[src/hdl/llp_pkg.sv]
// Shared types, constants and a helper function for the looper layer playback block.
package llp_pkg;

   localparam int LOOP_DEPTH  = 65536;
   localparam int LAYER_COUNT = 8;
   localparam int SAMPLE_BITS = 24;

   localparam int POS_BITS   = 16;
   localparam int LAYER_BITS = 3;
   localparam int ADDR_BITS  = LAYER_BITS + POS_BITS;
   localparam int LEN_BITS   = 17;
   localparam int FADE_BITS  = 16;
   localparam int SPEED_BITS = 11;
   localparam int MIX_BITS   = SAMPLE_BITS + LAYER_BITS;
   localparam int OUT_BITS   = 27;
   localparam int PROD_BITS  = MIX_BITS + FADE_BITS + 1;
   localparam int CSR_IDX_BITS = 3;
   localparam int CSR_DATA_BITS = 17;

   // Register indexes.
   localparam logic [CSR_IDX_BITS-1:0] CSR_PLAY_STATE    = 3'd0;
   localparam logic [CSR_IDX_BITS-1:0] CSR_LOOP_LENGTH   = 3'd1;
   localparam logic [CSR_IDX_BITS-1:0] CSR_CROSSFADE_LEN = 3'd2;
   localparam logic [CSR_IDX_BITS-1:0] CSR_SPEED         = 3'd3;
   localparam logic [CSR_IDX_BITS-1:0] CSR_REVERSED      = 3'd4;
   localparam logic [CSR_IDX_BITS-1:0] CSR_LAYER_ACTIVE  = 3'd5;
   localparam logic [CSR_IDX_BITS-1:0] CSR_RECORD_LAYER  = 3'd6;

   // Transaction modes.
   localparam logic [1:0] MODE_TICK   = 2'd0;
   localparam logic [1:0] MODE_LOAD   = 2'd1;
   localparam logic [1:0] MODE_SEEK   = 2'd2;
   localparam logic [1:0] MODE_UNUSED = 2'd3;

   // Play states.
   localparam logic [1:0] PS_EMPTY  = 2'd0;
   localparam logic [1:0] PS_PLAY   = 2'd1;
   localparam logic [1:0] PS_MUTED  = 2'd2;
   localparam logic [1:0] PS_RECORD = 2'd3;

   // Commands from the controller to the datapath.
   typedef struct packed {
      logic start;       // latch transaction and compute read position
      logic mem_read;    // issue read of the current layer
      logic acc;         // add returned read data into the mix
      logic rec_read;    // read the record layer
      logic rec_write;   // write back the overdub sum
      logic load_write;  // load write into the store
      logic seek;        // apply seek
      logic fade_start;  // start the fade multiply and divide
      logic div_step;    // one divider step
      logic mod_start;   // start the pointer wrap modulo the loop length
      logic mod_step;    // one modulo step
      logic finish;      // select the result, advance pointer, present result
   } llp_cmd_type;

   typedef struct packed {
      logic [LAYER_BITS-1:0] layer;
   } llp_cmd_arg_type;

   // Status from the datapath to the controller.
   typedef struct packed {
      logic                  tick_live;   // tick in playing or recording state
      logic                  pos_valid;   // pointer inside the loop
      logic                  recording;   // recording state, overdub into the record layer
      logic                  fade_needed; // read position inside a fade zone
      logic                  is_load;
      logic                  is_seek;
      logic [LAYER_COUNT-1:0] active;
   } llp_status_type;

   function automatic logic signed [SAMPLE_BITS-1:0] sat_sample(
      input logic signed [SAMPLE_BITS+1:0] v);
      logic signed [SAMPLE_BITS+1:0] hi;
      logic signed [SAMPLE_BITS+1:0] lo;
      hi = (SAMPLE_BITS+2)'((64'sd1 <<< (SAMPLE_BITS-1)) - 1);
      lo = -hi - 1;
      if (v > hi) return hi[SAMPLE_BITS-1:0];
      if (v < lo) return lo[SAMPLE_BITS-1:0];
      return v[SAMPLE_BITS-1:0];
   endfunction

endpackage

[src/hdl/llp_ctrl.sv]
// Controller state machine that sequences one transaction through the datapath.
module llp_ctrl import llp_pkg::*; (
   input  logic            clock,
   input  logic            reset,
   input  logic            req_valid,
   output logic            req_ready,
   input  logic            rsp_busy,
   input  llp_status_type  status,
   output llp_cmd_type     cmd,
   output llp_cmd_arg_type arg
);

   localparam logic [3:0] ST_IDLE   = 4'd0;
   localparam logic [3:0] ST_DECIDE = 4'd1;
   localparam logic [3:0] ST_READ   = 4'd2;
   localparam logic [3:0] ST_ACC    = 4'd3;
   localparam logic [3:0] ST_RREAD  = 4'd4;
   localparam logic [3:0] ST_RWAIT  = 4'd5;
   localparam logic [3:0] ST_RWRITE = 4'd6;
   localparam logic [3:0] ST_FADE   = 4'd7;
   localparam logic [3:0] ST_DIV    = 4'd8;
   localparam logic [3:0] ST_FINISH = 4'd9;
   localparam logic [3:0] ST_LOAD   = 4'd10;
   localparam logic [3:0] ST_MOD    = 4'd11;
   localparam logic [3:0] ST_MSTEP  = 4'd12;
   localparam logic [3:0] ST_SEEK   = 4'd13;

   localparam int DIV_STEPS = PROD_BITS;
   localparam int MOD_STEPS = LEN_BITS;
   localparam int CNT_BITS = $clog2(DIV_STEPS + 1);

   logic [3:0]            state_ff, state_in;
   logic [LAYER_BITS-1:0] layer_ff, layer_in;
   logic [CNT_BITS-1:0]   count_ff, count_in;

   assign req_ready = (state_ff == ST_IDLE) && !rsp_busy;
   assign arg.layer = layer_ff;

   // Next state and command decode.
   always_comb begin
      state_in = state_ff;
      layer_in = layer_ff;
      count_in = count_ff;
      cmd = '0;
      case (state_ff)
         ST_IDLE: begin
            if (req_valid && req_ready) begin
               cmd.start = 1'b1;
               state_in = ST_DECIDE;
            end
         end
         ST_DECIDE: begin
            layer_in = '0;
            if (status.is_load) begin
               state_in = ST_LOAD;
            end else if (status.is_seek) begin
               state_in = ST_MOD;
            end else if (status.tick_live && status.pos_valid) begin
               state_in = ST_READ;
            end else if (status.tick_live) begin
               state_in = ST_MOD;
            end else begin
               state_in = ST_FINISH;
            end
         end
         ST_READ: begin
            cmd.mem_read = 1'b1;
            state_in = ST_ACC;
         end
         ST_ACC: begin
            cmd.acc = status.active[layer_ff];
            if (layer_ff == LAYER_BITS'(LAYER_COUNT - 1)) begin
               state_in = status.recording ? ST_RREAD : ST_FADE;
            end else begin
               layer_in = layer_ff + 1'b1;
               state_in = ST_READ;
            end
         end
         ST_RREAD: begin
            cmd.rec_read = 1'b1;
            state_in = ST_RWAIT;
         end
         ST_RWAIT: state_in = ST_RWRITE;
         ST_RWRITE: begin
            cmd.rec_write = 1'b1;
            state_in = ST_FADE;
         end
         ST_FADE: begin
            if (status.fade_needed) begin
               cmd.fade_start = 1'b1;
               count_in = CNT_BITS'(DIV_STEPS);
               state_in = ST_DIV;
            end else begin
               state_in = ST_MOD;
            end
         end
         ST_DIV: begin
            cmd.div_step = 1'b1;
            count_in = count_ff - 1'b1;
            if (count_ff == CNT_BITS'(1)) state_in = ST_MOD;
         end
         ST_MOD: begin
            cmd.mod_start = 1'b1;
            count_in = CNT_BITS'(MOD_STEPS);
            state_in = ST_MSTEP;
         end
         ST_MSTEP: begin
            cmd.mod_step = 1'b1;
            count_in = count_ff - 1'b1;
            if (count_ff == CNT_BITS'(1)) state_in = status.is_seek ? ST_SEEK : ST_FINISH;
         end
         ST_SEEK: begin
            cmd.seek = 1'b1;
            state_in = ST_IDLE;
         end
         ST_FINISH: begin
            cmd.finish = 1'b1;
            state_in = ST_IDLE;
         end
         ST_LOAD: begin
            cmd.load_write = 1'b1;
            state_in = ST_IDLE;
         end
         default: state_in = ST_IDLE;
      endcase
   end

   // State registers.
   always_ff @(posedge clock) begin
      if (reset) begin
         state_ff <= ST_IDLE;
         layer_ff <= '0;
         count_ff <= '0;
      end else begin
         state_ff <= state_in;
         layer_ff <= layer_in;
         count_ff <= count_in;
      end
   end

endmodule

[config.mk]
export PLATFORM = sky130hd
export DESIGN_NAME = llp_ctrl
export DESIGN_NICKNAME = d
export VERILOG_FILES = /design/src/hdl/llp_pkg.sv /design/src/hdl/llp_ctrl.sv
export SDC_FILE = /design/constraint.sdc
export NUM_CORES = 1
export LEC_CHECK = 0
export ABC_CLOCK_PERIOD_IN_PS = 4170
export BUFFER_PORTS_ARGS = -buffer_cell sky130_fd_sc_hd__buf_2
export CAP_MARGIN = 40
export CORE_MARGIN = 3
export CORE_UTILIZATION = 50
export CTS_BUF_LIST = sky130_fd_sc_hd__clkbuf_2 sky130_fd_sc_hd__clkbuf_4 sky130_fd_sc_hd__clkbuf_8
export DETAILED_ROUTE_END_ITERATION = 7
export PLACE_DENSITY = 0.87
export SLEW_MARGIN = 20
export SYNTH_ARGS = -nofsm -noshare
export SYNTH_HDL_FRONTEND = slang
export SYNTH_SLANG_ARGS = --single-unit
export TNS_END_PERCENT = 100
[constraint.sdc]
create_clock -name clock -period 4.17 [get_ports clock]
set_input_delay 0.2085 -clock clock [delete_from_list [all_inputs] [get_ports clock]]
set_output_delay 0.2085 -clock clock [all_outputs]
set_load 0.01 [all_outputs]
---- Yosys cells after proc, flatten, opt, wreduce, memory -nomap -nowiden ----
Index checks and enable logic that the tools add are counted.
cells by class
  equal/unequal tests ..................... 20
  reduce and logical (&&, ||, !) cells .... 11
  magnitude comparators ................... 1
  add/subtract/negate cells ............... 2
  muxes and demuxes ....................... 32
operators by type and width
  cell                                                                          count
  4-bit one-hot mux with 11 select lines                                        1
  4-bit == test, second input constant                                          6
  4-bit 2-to-1 mux                                                              6
  6-bit one-hot mux with 3 select lines                                         1
  4-bit by 3-bit == test with 1-bit output, second input constant               4
  1-bit 2-to-1 mux                                                              15
  3-bit 2-to-1 mux                                                              3
  4-bit by 2-bit == test with 1-bit output, second input constant               2
  2-bit inequality test, second input constant                                  4
  6-bit by 1-bit == test with 1-bit output, second input constant               1
  2-bit 2-to-1 mux                                                              3
  6-bit 2-to-1 mux                                                              1
  3-bit one-hot mux with 2 select lines                                         1
  6-bit by 1-bit subtractor with 6-bit output, second input constant            1
  4-bit by 1-bit == test with 1-bit output, second input constant               1
  4-bit logical NOT                                                             1
  3-bit by 4-bit less-than comparator with 1-bit output, second input constant  1
  2-bit AND reduction                                                           2
  3-bit by 1-bit adder with 3-bit output, second input constant                 1
  1-bit binary-select mux with 3-bit select                                     1
  3-bit == test, second input constant                                          1
  1-bit logical AND                                                             3
  3-bit AND reduction                                                           1
  3-bit nonzero test                                                            1
  4 further kinds                                                               4
storage, ports and cells
  output and inout bits ................... 16
  bits of input ports ..................... 18
  bits in registers ....................... 13
  logic and storage cells ................. 69

---- Longest topological paths before layout ----
  depth after elaboration ................. 5
  mapped depth ............................ 6
  mapped depth without buffers ............ 6

---- Worst setup path after synthesis ----
No wires, ideal clock.
  kind .................................... reg2out
  start ................................... register state_ff[3]
  end ..................................... output cmd[11] (netlist bit)
  setup slack ............................. 2,676 ps
  cell stages (with the launch flop) ...... 4
  required time ........................... 3,962 ps
  arrival time ............................ 1,286 ps
  buffers on the path ..................... 1
  cells stage by stage .................... dfxtp_1 -> buf_2 -> or4_1 -> nor3b_1
RTL lines
  what                    line             text
  start, declared         llp_ctrl.sv:32   logic [3:0] state_ff, state_in;
  start signal, assigned  llp_ctrl.sv:135  state_ff <= state_in;
  end, declared           llp_ctrl.sv:9    output llp_cmd_type cmd,

==> reports/metrics.cfg <==
[critical_path]
worst_ep_arrival_time_ns=1.89
worstPathRequired_ns=3.96
endpoint_kind=output pin
critPathMaxStageDelay_ns=0.66
cp_top_family=simple AND/OR/NAND/NOR gates
path_max_fanout=23
crit_start=state_ff[1]
cp_slowest_cell=or4_1
cp.depth=3
start_kind=flip-flop
reg2regPathDepth=4
path_cells=or4_1 -> nor3b_1 -> buf_2
reg2reg_from=state_ff[3]
crit_buf_inv=1
worst-setup-path-type=flip-flop to output pin

[grt]
overflow=0
grt_max_degree=24
grt_pass1_wl_um=4215
grt_usage=0.2108
first_global_vias=967
antenna_found_initial=0

[floorplanning]
core_mm2=0.001821
initial_core_util=0.5608
ios=34
die_w_um=51.19
rows=15
die_h_um=51.19
die_area_mm2=0.002620

[finish]
drive_above_1_share=0.2903
diodes=0
syn2layout_area_growth_pct=18.14
nNetsFinal=178
fillers=172
final_cells=180

[clock_network]
cts_root_buf=clkbuf_4
cts_tree=yes
clk_latency_ns=0.28
numCtsBuffers=3
clk_path_buf_depth=2
path_clk_slew_ns=0.09
cts.sinks=13
h-tree-depth=1
cts.hold.buffers_added=0
post_cts_buffers=0
post_cts_resized=0

[synthesis]
synth-main-ff-cell=dfxtp_1
netlist_area_mm2=0.001021
synth.area.top_cells=dfxtp_1 (25%), a21oi_1 (5.4%), ha_1 (4.9%), mux4_2 (4.4%), nand2b_1 (3.7%)
synth_top_area_share=0.2549
yosysWarnings=0
synth_cells=127
synth_edf_count=0
syn-num-nets=149
synth.cells.most_frequent=dfxtp_1 (13), a21oi_1 (11), nor2_1 (10), nand2_1 (8), nor3_1 (7)
ys_seq_elements=13
yosys.cell_types.count=44
async_reset_ff_frac=0
synth_most_common_cell=dfxtp_1
yosysTopAreaCell=dfxtp_1
avgSynthCellArea_um2=8.039
synth_seq_area_share=0.2549

[routing]
drtPass1Iterations=5
vias=1066
via_per_inst=5.922
drtIter0Drc=43
drc=0
ant_nets=0
wl_per_cell_um=14.37
finalWirelength_um=2586

[sta]
clock.fmax_mhz=476.3
fin_skew_ns=0.003823
drv_slew=0
hold_violations=0
setup_viol=0
finalCriticalPeriod_ns=2.099
worst_pin_slew_ns=0.7063
rsz0062_at_grt=false
slew-limit-headroom=0.5285
tns_ns=0
post-route-period-util=0.5034
setup_slack_ns=2.071

[pwr]
p_leak_nw=0.5345
peakVddDrop_v=0.0004362
p_per_area_mw_per_mm2=524.3
p_total_uw=632.4

[placement]
pre_cts_ws_ns=2.304
place_congestion=0.7782
dp_hpwl_um=1919
place_inst=176
port_buffers=33

[min_path]
hold_depth=2
worstHoldStart=reset
min_path_type=input port to flip-flop

[outcome]
outcome=finished, final reports clean

[run]
cap_violations=0

==> state kept, by name, indices dropped and copies added, names as in the netlist <==
register / cells
state_ff: 4
count_ff: 6
arg: 3
==> kinds of logic (layout without fill, tap and decap cells) <==
family | Yosys count | in the layout | synth area share
AND/OR/NAND/NOR | 56 | 56 | 0.3346
AO/OA/AOI/OAI | 35 | 35 | 0.2304
buffers and inverters | 14 | 42 | 0.05637
flip-flops | 13 | 13 | 0.2549
multiplexers | 5 | 5 | 0.07475
adder cells (fa/ha/maj) | 4 | 4 | 0.04902
==> cell usage in the layout, fill, tap and decap left out, types with 3 or more instances in the layout <==
cell type,Yosys,final
buf_2,4,33
dfxtp_1,13,13
a21oi_1,11,11
nor2_1,10,10
nand2_1,8,8
nor3_1,7,7
nand2b_1,6,6
inv_1,5,5
nor3b_1,4,4
o21ai_0,4,4
ha_1,4,4
and2_1,3,3
nand3b_1,3,3
o31a_1,3,3
o21a_1,3,3
clkbuf_4,0,3
==> cell type report <==
type	instances	area, um^2	share of cell area
clock buffers	3	22.52	0.01867
clock inverters	1	5.005	0.004149
inverters	5	18.77	0.01556
multi-input cells	100	703.2	0.5830
flip-flops and latches	13	260.3	0.2158
well taps	25	31.28	0.02593
repair buffers	33	165.2	0.1369
==> worst paths after layout <==
kind | endpoint | slack, ns
max reg2reg | count_ff[3] | 2.27
min reg2reg | count_ff[5] | 0.50
max | cmd[11] | 2.07
min | count_ff[1] | 0.22
==> metrics by stage <==
| stage | hold WS (ns) | utilization | cell area, um^2 |
|---|---|---|---|
| floorplan | 0.4356 | - | 1021 |
| global placement | 0.4657 | 0.6474 | 1179 |
| detailed placement | 0.4856 | 0.6474 | 1179 |
| CTS | 0.2220 | 0.6625 | 1206 |
| global route | 0.2364 | 0.6625 | 1206 |
| finish | 0.2224 | 0.6625 | 1206 |
==> per-layer routing <==
layer / part of all wire / GRT usage / up-vias
met5: 0 / 0 / -
met4: 0.011 / 0.06278 / 0
met3: 0.061 / 0.05831 / 4
met2: 0.51 / 0.3562 / 40
met1: 0.42 / 0.2581 / 490
li1: - / - / 532
==> where the power goes <==
| group | internal (mW) | total (mW) | leakage [nW] | switching, mW |
|---|---|---|---|---|
| Sequential | 0.158 | 0.244 | 0.106 | 0.0853 |
| Combinational | 0.152 | 0.305 | 0.411 | 0.152 |
| Clock | 0.0356 | 0.0841 | 0.0177 | 0.0485 |
| Total | 0.346 | 0.632 | 0.534 | 0.286 |
Power figures use the tool's default switching activity.
